<file path="config.mk">
export PLATFORM = sky130hd
export DESIGN_NAME = ppm_to_rgb332_decoder
export DESIGN_NICKNAME = d
export VERILOG_FILES = /design/src/sv/ppm_pkg.sv /design/src/sv/ppm_div.sv /design/src/sv/ppm_ctx_mem.sv /design/src/sv/ppm_to_rgb332_decoder.sv
export SDC_FILE = /design/constraint.sdc
export NUM_CORES = 2
export LEC_CHECK = 0
export BUFFER_PORTS_ARGS = -buffer_cell sky130_fd_sc_hd__buf_2
export CORE_MARGIN = 10
export CORE_UTILIZATION = 54
export CTS_BUF_LIST = sky130_fd_sc_hd__clkbuf_4
export DETAILED_ROUTE_END_ITERATION = 7
export HOLD_SLACK_MARGIN = 0.05
export PLACE_DENSITY = 0.73
export SLEW_MARGIN = 20
export SYNTH_ARGS = -nofsm -noshare
export SYNTH_HDL_FRONTEND = slang
export SYNTH_SLANG_ARGS = --single-unit
</file>
<file path="constraint.sdc">
create_clock -name clock -period 15.4 [get_ports clock]
set_input_delay 1.54 -clock clock [delete_from_list [all_inputs] [get_ports clock]]
set_output_delay 1.54 -clock clock [all_outputs]
set_load 0.05 [all_outputs]
</file>
<file path="src/sv/ppm_pkg.sv">
// Package: shared types, constants and codes of the PPM to RGB332 decoder.
`timescale 1ns / 1ps
package ppm_pkg;
   localparam int unsigned MAX_PIXELS_DEF = 16777216;
   localparam int unsigned NUM_W = 25;
   localparam logic [NUM_W-1:0] NUM_SAT = '1;

   localparam logic [1:0] KIND_PIXEL  = 2'd0;
   localparam logic [1:0] KIND_HEADER = 2'd1;
   localparam logic [1:0] KIND_ERROR  = 2'd2;

   localparam logic [2:0] ERR_MAGIC  = 3'd0;
   localparam logic [2:0] ERR_HDR    = 3'd1;
   localparam logic [2:0] ERR_DIM    = 3'd2;
   localparam logic [2:0] ERR_SHORT  = 3'd3;
   localparam logic [2:0] ERR_SAMPLE = 3'd4;

   localparam logic [2:0] PH_MAGIC  = 3'd0;
   localparam logic [2:0] PH_WIDTH  = 3'd1;
   localparam logic [2:0] PH_HEIGHT = 3'd2;
   localparam logic [2:0] PH_MAXVAL = 3'd3;
   localparam logic [2:0] PH_BIN    = 3'd4;
   localparam logic [2:0] PH_ASCII  = 3'd5;
   localparam logic [2:0] PH_ERROR  = 3'd6;
   localparam logic [2:0] PH_DONE   = 3'd7;

   localparam logic [1:0] MP_NONE = 2'd0;
   localparam logic [1:0] MP_P    = 2'd1;
   localparam logic [1:0] MP_OK   = 2'd2;
   localparam logic [1:0] MP_BAD  = 2'd3;

   // parser context held in the state memory
   typedef struct packed {
      logic [2:0]       phase;
      logic             binary;
      logic [1:0]       magic;
      logic             comment;
      logic             token;
      logic             invalid;
      logic [NUM_W-1:0] accum;
      logic [NUM_W-1:0] width;
      logic [NUM_W-1:0] height;
      logic [7:0]       maxval;
      logic [NUM_W-1:0] left;
      logic [1:0]       comp;
      logic [2:0]       red;
      logic [2:0]       green;
   } ctx_type;

   typedef struct packed {
      logic [1:0]       kind;
      logic [7:0]       pixel;
      logic             last;
      logic [NUM_W-1:0] width;
      logic [NUM_W-1:0] height;
      logic [2:0]       code;
   } rsp_type;

   function automatic logic is_space(input logic [7:0] c);
      return c == 8'h20 || (c >= 8'h09 && c <= 8'h0D);
   endfunction

   function automatic logic is_digit(input logic [7:0] c);
      return c >= 8'h30 && c <= 8'h39;
   endfunction

   function automatic ctx_type ctx_reset();
      ctx_type c;
      c = '0;
      c.phase = PH_MAGIC;
      return c;
   endfunction
endpackage

</file>
<file path="src/sv/ppm_div.sv">
// Iterative restoring divider: quotient of a 16-bit numerator by an 8-bit divisor.
`timescale 1ns / 1ps
module ppm_div (
   input  logic        clock,
   input  logic        reset,
   input  logic        start,
   input  logic [15:0] num,
   input  logic [7:0]  den,
   output logic        done,
   output logic [7:0]  quot
);
   logic [15:0] q_ff, q_in;
   logic [7:0]  r_ff, r_in;
   logic [7:0]  d_ff, d_in;
   logic [4:0]  cnt_ff, cnt_in;
   logic        busy_ff, busy_in;
   logic        done_ff, done_in;
   logic [8:0]  trial;

   always_comb begin
      q_in = q_ff;
      r_in = r_ff;
      d_in = d_ff;
      cnt_in = cnt_ff;
      busy_in = busy_ff;
      done_in = 1'b0;
      trial = {r_ff, q_ff[15]};
      if (start) begin
         q_in = num;
         r_in = '0;
         d_in = den;
         cnt_in = 5'd16;
         busy_in = 1'b1;
      end else if (busy_ff) begin
         if (trial >= {1'b0, d_ff}) begin
            r_in = trial[7:0] - d_ff;
            q_in = {q_ff[14:0], 1'b1};
         end else begin
            r_in = trial[7:0];
            q_in = {q_ff[14:0], 1'b0};
         end
         cnt_in = cnt_ff - 5'd1;
         if (cnt_ff == 5'd1) begin
            busy_in = 1'b0;
            done_in = 1'b1;
         end
      end
   end

   always_ff @(posedge clock) begin
      if (reset) begin
         busy_ff <= 1'b0;
         done_ff <= 1'b0;
         cnt_ff <= '0;
      end else begin
         busy_ff <= busy_in;
         done_ff <= done_in;
         cnt_ff <= cnt_in;
      end
      q_ff <= q_in;
      r_ff <= r_in;
      d_ff <= d_in;
   end

   assign done = done_ff;
   assign quot = q_ff[7:0];
endmodule

</file>
<file path="src/sv/ppm_ctx_mem.sv">
// Single-entry synchronous state memory holding the parser context.
`timescale 1ns / 1ps
module ppm_ctx_mem (
   input  logic             clock,
   input  logic             wr_en,
   input  ppm_pkg::ctx_type wr_data,
   output ppm_pkg::ctx_type rd_data
);
   ppm_pkg::ctx_type mem [1];

   always_ff @(posedge clock) begin
      if (wr_en) begin
         mem[0] <= wr_data;
      end
      rd_data <= mem[0];
   end
endmodule

</file>
<file path="src/sv/ppm_to_rgb332_decoder.sv">
// Top level: PPM P3/P6 byte-stream decoder producing RGB332 pixels.
// channel | direction | ports
// req     | in        | req_valid req_stall req_data_byte req_first_byte req_end_of_file
// rsp     | out       | rsp_valid rsp_stall rsp_kind rsp_pixel_value rsp_last_pixel
//         |           | rsp_image_width rsp_image_height rsp_error_code
// Text bytes pass through accept, memory read, update and write back; a maxval end adds the area check.
// Bytes that complete a sample also pass through the bit-serial divider.
// The context lives in a one-entry memory; a memory read precedes each word.
// Reset clears control; the memory is written with the reset context during reset.
// A waiting result holds only the write back; the request side stalls on busy alone.
`timescale 1ns / 1ps
module ppm_to_rgb332_decoder #(
   parameter int unsigned MAX_PIXELS = ppm_pkg::MAX_PIXELS_DEF
) (
   input  logic        clock,
   input  logic        reset,
   input  logic        req_valid,
   output logic        req_stall,
   input  logic [7:0]  req_data_byte,
   input  logic        req_first_byte,
   input  logic        req_end_of_file,
   output logic        rsp_valid,
   input  logic        rsp_stall,
   output logic [1:0]  rsp_kind,
   output logic [7:0]  rsp_pixel_value,
   output logic        rsp_last_pixel,
   output logic [24:0] rsp_image_width,
   output logic [24:0] rsp_image_height,
   output logic [2:0]  rsp_error_code
);
   localparam int unsigned NW = ppm_pkg::NUM_W;

   typedef enum logic [5:0] {
      ST_IDLE = 6'b000001,
      ST_READ = 6'b000010,
      ST_EXEC = 6'b000100,
      ST_AREA = 6'b001000,
      ST_DIV  = 6'b010000,
      ST_WRIT = 6'b100000
   } state_type;

   state_type state_ff, state_in;
   logic [7:0] byte_ff;
   logic       first_ff, eof_ff;
   ppm_pkg::ctx_type ctx_ff, ctx_in, mem_rd, wr_data;
   logic       wr_en;
   ppm_pkg::rsp_type res_ff, res_in, out_ff, out_in;
   logic       res_v_ff, res_v_in;
   logic       out_v_ff, out_v_in;
   logic [49:0] area_ff;
   logic [7:0] samp_ff, samp_in;
   logic       need_div_ff, need_div_in;
   logic       need_area_ff, need_area_in;
   logic       div_start, div_done;
   logic [7:0] div_q;
   logic [15:0] div_num;

   function automatic ppm_pkg::rsp_type mk_err(input logic [2:0] code);
      ppm_pkg::rsp_type r;
      r = '0;
      r.kind = ppm_pkg::KIND_ERROR;
      r.code = code;
      return r;
   endfunction

   ppm_ctx_mem u_mem (
      .clock(clock), .wr_en(wr_en), .wr_data(wr_data), .rd_data(mem_rd)
   );

   assign div_num = {8'd0, samp_in} * 16'd255;
   ppm_div u_div (
      .clock(clock), .reset(reset), .start(div_start), .num(div_num),
      .den(ctx_in.maxval), .done(div_done), .quot(div_q)
   );

   // state machine and context update for every state; touches c, r, rv
   // header area check is deferred to ST_AREA
   always_comb begin
      ppm_pkg::ctx_type c;
      ppm_pkg::rsp_type r;
      logic rv;
      logic [NW+3:0] v;
      logic tok_end;
      logic [7:0] s;
      logic [2:0] code;
      c = ctx_ff;
      r = res_ff;
      rv = res_v_ff;
      state_in = state_ff;
      samp_in = samp_ff;
      need_div_in = need_div_ff;
      need_area_in = need_area_ff;
      div_start = 1'b0;
      wr_en = 1'b0;
      wr_data = ctx_ff;
      out_in = out_ff;
      out_v_in = out_v_ff && rsp_stall;
      tok_end = 1'b0;
      v = '0;
      s = '0;
      code = '0;
      case (state_ff)
         ST_IDLE: begin
            if (req_valid && !req_stall) state_in = ST_READ;
         end
         ST_READ: state_in = ST_EXEC;
         ST_EXEC: begin
            c = first_ff ? ppm_pkg::ctx_reset() : mem_rd;
            rv = 1'b0;
            r = '0;
            need_div_in = 1'b0;
            need_area_in = 1'b0;
            if (c.phase < ppm_pkg::PH_ERROR) begin
               if (c.phase == ppm_pkg::PH_BIN) begin
                  samp_in = byte_ff;
                  need_div_in = 1'b1;
               end else if (c.comment) begin
                  if (byte_ff == 8'h0A) c.comment = 1'b0;
               end else if (!c.token) begin
                  if (byte_ff == 8'h23) c.comment = 1'b1;
                  else if (!ppm_pkg::is_space(byte_ff)) begin
                     c.token = 1'b1;
                     c.invalid = 1'b0;
                     c.accum = '0;
                     c.magic = ppm_pkg::MP_NONE;
                  end
               end else if (ppm_pkg::is_space(byte_ff)) begin
                  tok_end = 1'b1;
               end
               if (c.phase != ppm_pkg::PH_BIN && c.token && !tok_end) begin
                  if (c.phase == ppm_pkg::PH_MAGIC) begin
                     if (c.magic == ppm_pkg::MP_NONE)
                        c.magic = (byte_ff == 8'h50) ? ppm_pkg::MP_P : ppm_pkg::MP_BAD;
                     else if (c.magic == ppm_pkg::MP_P) begin
                        if (byte_ff == 8'h33 || byte_ff == 8'h36) begin
                           c.magic = ppm_pkg::MP_OK;
                           c.binary = (byte_ff == 8'h36);
                        end else c.magic = ppm_pkg::MP_BAD;
                     end else c.magic = ppm_pkg::MP_BAD;
                  end else if (ppm_pkg::is_digit(byte_ff)) begin
                     v = {4'd0, c.accum} * (NW+4)'(10) + (NW+4)'(byte_ff - 8'h30);
                     c.accum = (v > {4'd0, ppm_pkg::NUM_SAT}) ? ppm_pkg::NUM_SAT : v[NW-1:0];
                  end else c.invalid = 1'b1;
               end
               if (eof_ff && c.token && !tok_end) tok_end = 1'b1;
               if (tok_end) begin
                  c.token = 1'b0;
                  case (c.phase)
                     ppm_pkg::PH_MAGIC: begin
                        if (c.magic == ppm_pkg::MP_OK) c.phase = ppm_pkg::PH_WIDTH;
                        else begin
                           c.phase = ppm_pkg::PH_ERROR;
                           c.comment = 1'b0;
                           rv = 1'b1;
                           r = mk_err(ppm_pkg::ERR_MAGIC);
                        end
                     end
                     ppm_pkg::PH_WIDTH, ppm_pkg::PH_HEIGHT: begin
                        if (c.invalid) begin
                           c.phase = ppm_pkg::PH_ERROR;
                           c.comment = 1'b0;
                           rv = 1'b1;
                           r = mk_err(ppm_pkg::ERR_HDR);
                        end else if (c.phase == ppm_pkg::PH_WIDTH) begin
                           c.width = c.accum;
                           c.phase = ppm_pkg::PH_HEIGHT;
                        end else begin
                           c.height = c.accum;
                           c.phase = ppm_pkg::PH_MAXVAL;
                        end
                     end
                     ppm_pkg::PH_MAXVAL: begin
                        if (c.invalid) begin
                           c.phase = ppm_pkg::PH_ERROR;
                           c.comment = 1'b0;
                           rv = 1'b1;
                           r = mk_err(ppm_pkg::ERR_HDR);
                        end else need_area_in = 1'b1;
                     end
                     ppm_pkg::PH_ASCII: begin
                        if (c.invalid) begin
                           c.phase = ppm_pkg::PH_ERROR;
                           c.comment = 1'b0;
                           rv = 1'b1;
                           r = mk_err(ppm_pkg::ERR_SAMPLE);
                        end else begin
                           samp_in = (c.accum > NW'(c.maxval)) ? c.maxval : c.accum[7:0];
                           need_div_in = 1'b1;
                        end
                     end
                     default: ;
                  endcase
               end
            end
            if (c.phase == ppm_pkg::PH_BIN && byte_ff > c.maxval) samp_in = c.maxval;
            if (need_div_in) state_in = ST_DIV;
            else if (need_area_in) state_in = ST_AREA;
            else state_in = ST_WRIT;
            if (need_div_in) div_start = 1'b1;
         end
         ST_AREA: begin
            if (ctx_ff.width == '0 || ctx_ff.height == '0 || ctx_ff.accum == '0 ||
                ctx_ff.accum > NW'(255) || area_ff > 50'(MAX_PIXELS)) begin
               c.phase = ppm_pkg::PH_ERROR;
               c.comment = 1'b0;
               rv = 1'b1;
               r = mk_err(ppm_pkg::ERR_DIM);
            end else begin
               c.maxval = ctx_ff.accum[7:0];
               c.left = area_ff[NW-1:0];
               c.comp = '0;
               c.phase = ctx_ff.binary ? ppm_pkg::PH_BIN : ppm_pkg::PH_ASCII;
               rv = 1'b1;
               r = '0;
               r.kind = ppm_pkg::KIND_HEADER;
               r.width = ctx_ff.width;
               r.height = ctx_ff.height;
            end
            state_in = ST_WRIT;
         end
         ST_DIV: begin
            if (div_done) begin
               s = div_q;
               if (ctx_ff.comp == 2'd0) begin
                  c.red = s[7:5];
                  c.comp = 2'd1;
               end else if (ctx_ff.comp == 2'd1) begin
                  c.green = s[7:5];
                  c.comp = 2'd2;
               end else begin
                  c.comp = 2'd0;
                  c.left = ctx_ff.left - NW'(1);
                  rv = 1'b1;
                  r = '0;
                  r.kind = ppm_pkg::KIND_PIXEL;
                  r.pixel = {ctx_ff.red, ctx_ff.green, s[7:6]};
                  r.last = (c.left == '0);
                  if (c.left == '0) c.phase = ppm_pkg::PH_DONE;
               end
               state_in = ST_WRIT;
            end
         end
         ST_WRIT: begin
            if (!out_v_ff || !rsp_stall) begin
               if (eof_ff && ctx_ff.phase < ppm_pkg::PH_ERROR) begin
                  code = (ctx_ff.phase == ppm_pkg::PH_MAGIC) ? ppm_pkg::ERR_MAGIC :
                         (ctx_ff.phase <= ppm_pkg::PH_MAXVAL) ? ppm_pkg::ERR_HDR :
                         ppm_pkg::ERR_SHORT;
                  c.phase = ppm_pkg::PH_ERROR;
                  c.token = 1'b0;
                  c.comment = 1'b0;
                  rv = 1'b1;
                  r = mk_err(code);
               end
               wr_en = 1'b1;
               wr_data = c;
               out_in = r;
               out_v_in = rv;
               state_in = ST_IDLE;
            end
         end
         default: state_in = ST_IDLE;
      endcase
      ctx_in = c;
      res_in = r;
      res_v_in = rv;
      if (reset) begin
         wr_en = 1'b1;
         wr_data = ppm_pkg::ctx_reset();
      end
   end

   assign req_stall = (state_ff != ST_IDLE);

   always_ff @(posedge clock) begin
      if (reset) begin
         state_ff <= ST_IDLE;
         out_v_ff <= 1'b0;
         res_v_ff <= 1'b0;
      end else begin
         state_ff <= state_in;
         out_v_ff <= out_v_in;
         res_v_ff <= res_v_in;
      end
      if (state_ff == ST_IDLE) begin
         byte_ff <= req_data_byte;
         first_ff <= req_first_byte;
         eof_ff <= req_end_of_file;
      end
      ctx_ff <= ctx_in;
      res_ff <= res_in;
      out_ff <= out_in;
      samp_ff <= samp_in;
      need_div_ff <= need_div_in;
      need_area_ff <= need_area_in;
      area_ff <= 50'(ctx_in.width) * 50'(ctx_in.height);
   end

   assign rsp_valid = out_v_ff;
   assign rsp_kind = out_ff.kind;
   assign rsp_pixel_value = out_ff.pixel;
   assign rsp_last_pixel = out_ff.last;
   assign rsp_image_width = out_ff.width;
   assign rsp_image_height = out_ff.height;
   assign rsp_error_code = out_ff.code;

`ifndef SYNTHESIS
   a_one_word: assert property (@(posedge clock) disable iff (reset)
      (req_valid && !req_stall) |=> (state_ff == ST_READ))
      else $error("word accepted without starting read");
   a_hold_out: assert property (@(posedge clock) disable iff (reset)
      (rsp_valid && rsp_stall) |=> (rsp_valid && $stable(rsp_kind)))
      else $error("stalled result lost");
   a_div_only: assert property (@(posedge clock) disable iff (reset)
      div_done |-> (state_ff == ST_DIV))
      else $error("divider finished outside divide state");
`endif
endmodule
</file>
==> results by group <==
CTS
  – Hold buffer count at cts: 0
  – Clock sinks: 618
  – Maximum root-to-sink buffer count: 3
  – Clock slew at reported path FFs: 0.08 ns
  – H-tree Lvls: 4
  – TritonCTS Buffers: 164
  – CTS tree: done
  – Clk_lat worst skew: 1.09 ns
  – CTS root buf: clkbuf_4

Floorplan
  – Io pins: 80
  – Initial Util: 0.5433
  – Die area: 101100 µm²
  – Row count: 109
  – Die height: 318.0 µm
  – Core area: 88240 µm²
  – Die Wd: 318.0 µm

Setup path
  – Slowest CP cell: fa_1
  – Crit Path Class: flip-flop to flip-flop
  – CP most frequent cell: inv_1
  – CP Max Fanout: 7
  – Critical Path AT: 15.63 ns
  – Req. time, crit path: 16.32 ns
  – Reg2reg start: byte_ff[5]
  – Reg2Reg Depth: 65
  – Critical Path Max Stage Delay: 0.54 ns
  – Reg2Reg Setup Slack: 0.69 ns
  – Startpoint class of the critical path: flip-flop
  – CP endpoint kind: flip-flop
  – Worst reg2reg endpoint: area_ff[47]

Logic synthesis
  – Share of flip-flops with an asynchronous set or reset: 0
  – Post-synth top area share: 0.2334
  – Post-Syn Nets: 5682
  – Area contributors post-synth: fa_1, edfxtp_1, dfxtp_1
  – Yosys top cell by area: fa_1
  – Synth warn: 0
  – Post-Syn Area: 47940 µm²
  – Avg Cell Area, Syn: 10.02 µm²
  – Synthesized flop and latch total: 618
  – Sequential cell area fraction in the yosys report: 0.3320
  – Syn Inst Count: 4783
  – EDFF count, synth: 354
  – Cell variety after synth: 92
  – Top FF cell, synth: edfxtp_1

STA
  – Hold Vio Cnt, Final: 0
  – Crit path time final: 14.71 ns
  – # setup viols final: 0
  – Tightest Pin Transition: 1.122 ns
  – RSZ-0062 raised after global routing: true
  – Tcrit/Tclk final: 0.9554
  – Slew Viols, Final: 0
  – Clock skew: 0.1116 ns
  – Rel. slew slack: 0.2438
  – Fmax: 67.96 MHz

Place
  – RD Place Congestion: 0.9842
  – DP Wirelength: 102800 µm
  – PortBufs: 79
  – Post-DP Area: 50470 µm²

Route
  – Via count: 35724
  – DRC Markers: 0
  – Drt wl/cell: 21.03 µm
  – Post-route ant nets: 0
  – Final WL: 133500 µm
  – Drt pass-1 iters: 6
  – DRT iter0 DRCs: 3426
  – Vias per inst: 5.627

Worst hold path
  – Hold Path Depth: 0
  – Worst hold path endpoint: u_mem.rd_data[59]
  – Hold WC Path Type: flip-flop to flip-flop
  – Hold Crit Start: u_mem.mem[0][59]

Power and ir drop
  – Total power: 8.784 mW
  – Leak: 24.61 nW
  – Pwr dens: 164.9 nW/µm²
  – Worst vdd ir: 0.3070 mV

Finish
  – Fin area: 53280 µm²
  – Most frequent cells in the layout: inv_1, fa_1, nand2_1
  – Fillers: 7331
  – Nets: 5939
  – Area Overhead vs Synth: 11.13%
  – Most common cell after layout, fill and taps aside: inv_1
  – Layout cell share with drive strength beyond 1: 0.1315

GRT
  – Largest net degree at the start of global routing: 80
  – GRT Total Usage: 0.2631
  – Initial antenna violation count: 3
  – Vias in the first global route: 36450
  – Total gr overflow: 0
  – First-pass GRT wire length: 208700 µm

Status
  – Status: completed

Run
  – Maximum Capacitance Violations: 0
==> critical path: cells and delay by family (launching register included) <==
kind / cells / cell delay (ns)
multiplexers: 1 / 0.26
buffers and inverters: 13 / 1.38
adder cells (fa/ha/maj): 12 / 4.99
flip-flops: 1 / 0.42
XOR/XNOR: 3 / 0.37
AND/OR/NAND/NOR: 12 / 2.28
AO/OA/AOI/OAI: 24 / 4.79
==> kinds of logic after synthesis <==
| family | synth area share |
|---|---|
| AO/OA/AOI/OAI | 0.09338 |
| XOR/XNOR | 0.02448 |
| adder cells (fa/ha/maj) | 0.3185 |
| buffers and inverters | 0.07725 |
| flip-flops | 0.3320 |
| multiplexers | 0.008221 |
| AND/OR/NAND/NOR | 0.1462 |
==> flip-flops by register name, indices dropped and copies added (netlist names), 2 cells and up <==
register and count:
byte_ff 8, area_ff 50, rsp_image_height 25, samp_ff 8, ctx_ff 125, u_div.d_ff 8
rsp_pixel_value 8, u_div.r_ff 8, res_ff 64, rsp_error_code 3, u_mem.rd_data 125, rsp_kind 2
u_div.cnt_ff 5, u_div.q_ff 16, u_mem.mem 125, rsp_image_width 25, state_ff 6
==> power by group <==
group          total, mW  internal [mW]  switching (mW)  leakage (nW)
sequential          2.22           2.00           0.213          5.62
combinational       5.05           1.91            3.15          17.7
clock               1.52          0.778           0.740          1.32
total               8.78           4.69            4.10          24.6
==> layout make-up <==
type                       instances  area (µm²)  area share
inverter                         750        2833     0.05317
timing repair buffer             293        2095     0.03931
clock inverter                    50       312.8    0.005871
tap                             1165        1458     0.02736
sequential                       618       15920      0.2987
multi-input combinational       3213       28750      0.5396
antenna                            7       17.52   0.0003288
clock buffer                     253        1899     0.03565
==> synth_stat cells, types with 8 or more instances <==
cell,n
inv_1,741
fa_1,559
nand2_1,542
nor2_1,466
edfxtp_1,354
ha_1,326
dfxtp_1,264
nor2b_1,203
a21oi_1,132
clkbuf_1,119
o21ai_0,101
xnor2_1,84
a22o_1,70
buf_2,64
o21a_1,63
a21o_1,56
nor3_1,51
xor2_1,50
and2_1,41
nand3_1,37
nor4_1,37
mux2i_1,36
a221o_1,33
nand2b_1,32
nand4_1,27
a22oi_1,20
a31oi_1,19
a211oi_1,15
and3_1,13
buf_1,12
nand3b_1,12
o21bai_1,12
a21boi_0,11
o211ai_1,11
nor3b_1,10
or2_2,10
o21ai_1,8
o22ai_1,8
==> metal layers <==
layer  global-route usage  share of wire  wire [µm]
met1               0.3262           0.38      51400
met2               0.4375           0.49      64800
met3              0.05601          0.082      10920
met4               0.1192          0.048       6382
met5                    0       0.000052          7
==> repair_timing <==
item,CTS,global route
setup endpoints to repair,6,17
buffers inserted,0,19
pin swaps,0,15
gates cloned,0,1
hold endpoints to repair,0,0
resized for setup,9,79
==> worst max path at each step <==
| stage | cells after the start | slack, ns | to | start |
|---|---|---|---|---|
| global placement | 62 | 0.02 | area_ff[47] | byte_ff[5] |
| global route | 66 | -0.21 | area_ff[47] | byte_ff[5] |
| detailed placement | 62 | -0.29 | area_ff[47] | byte_ff[5] |
| finish | 65 | 0.69 | area_ff[47] | byte_ff[5] |
| floorplan | 65 | 0.58 | area_ff[47] | byte_ff[4] |
| CTS | 61 | 0.02 | area_ff[48] | byte_ff[5] |
==> metrics by stage <==
step | TNS [ns] | utilization | hold slack, ns | instances | worst slack [ns]
floorplan | 0 | - | 0.3233 | 4783 | 0.5758
global placement | 0 | 0.5720 | 0.3240 | 6018 | 0.01553
detailed placement | -0.6896 | 0.5720 | 0.3269 | 6018 | -0.2862
CTS | 0 | 0.5976 | 0.2784 | 6321 | 0.02119
global route | -0.3399 | 0.6037 | 0.2858 | 6348 | -0.2068
finish | 0 | 0.6038 | 0.2908 | 6349 | 0.6862
Note: power is estimated with default switching activity, not from simulation.
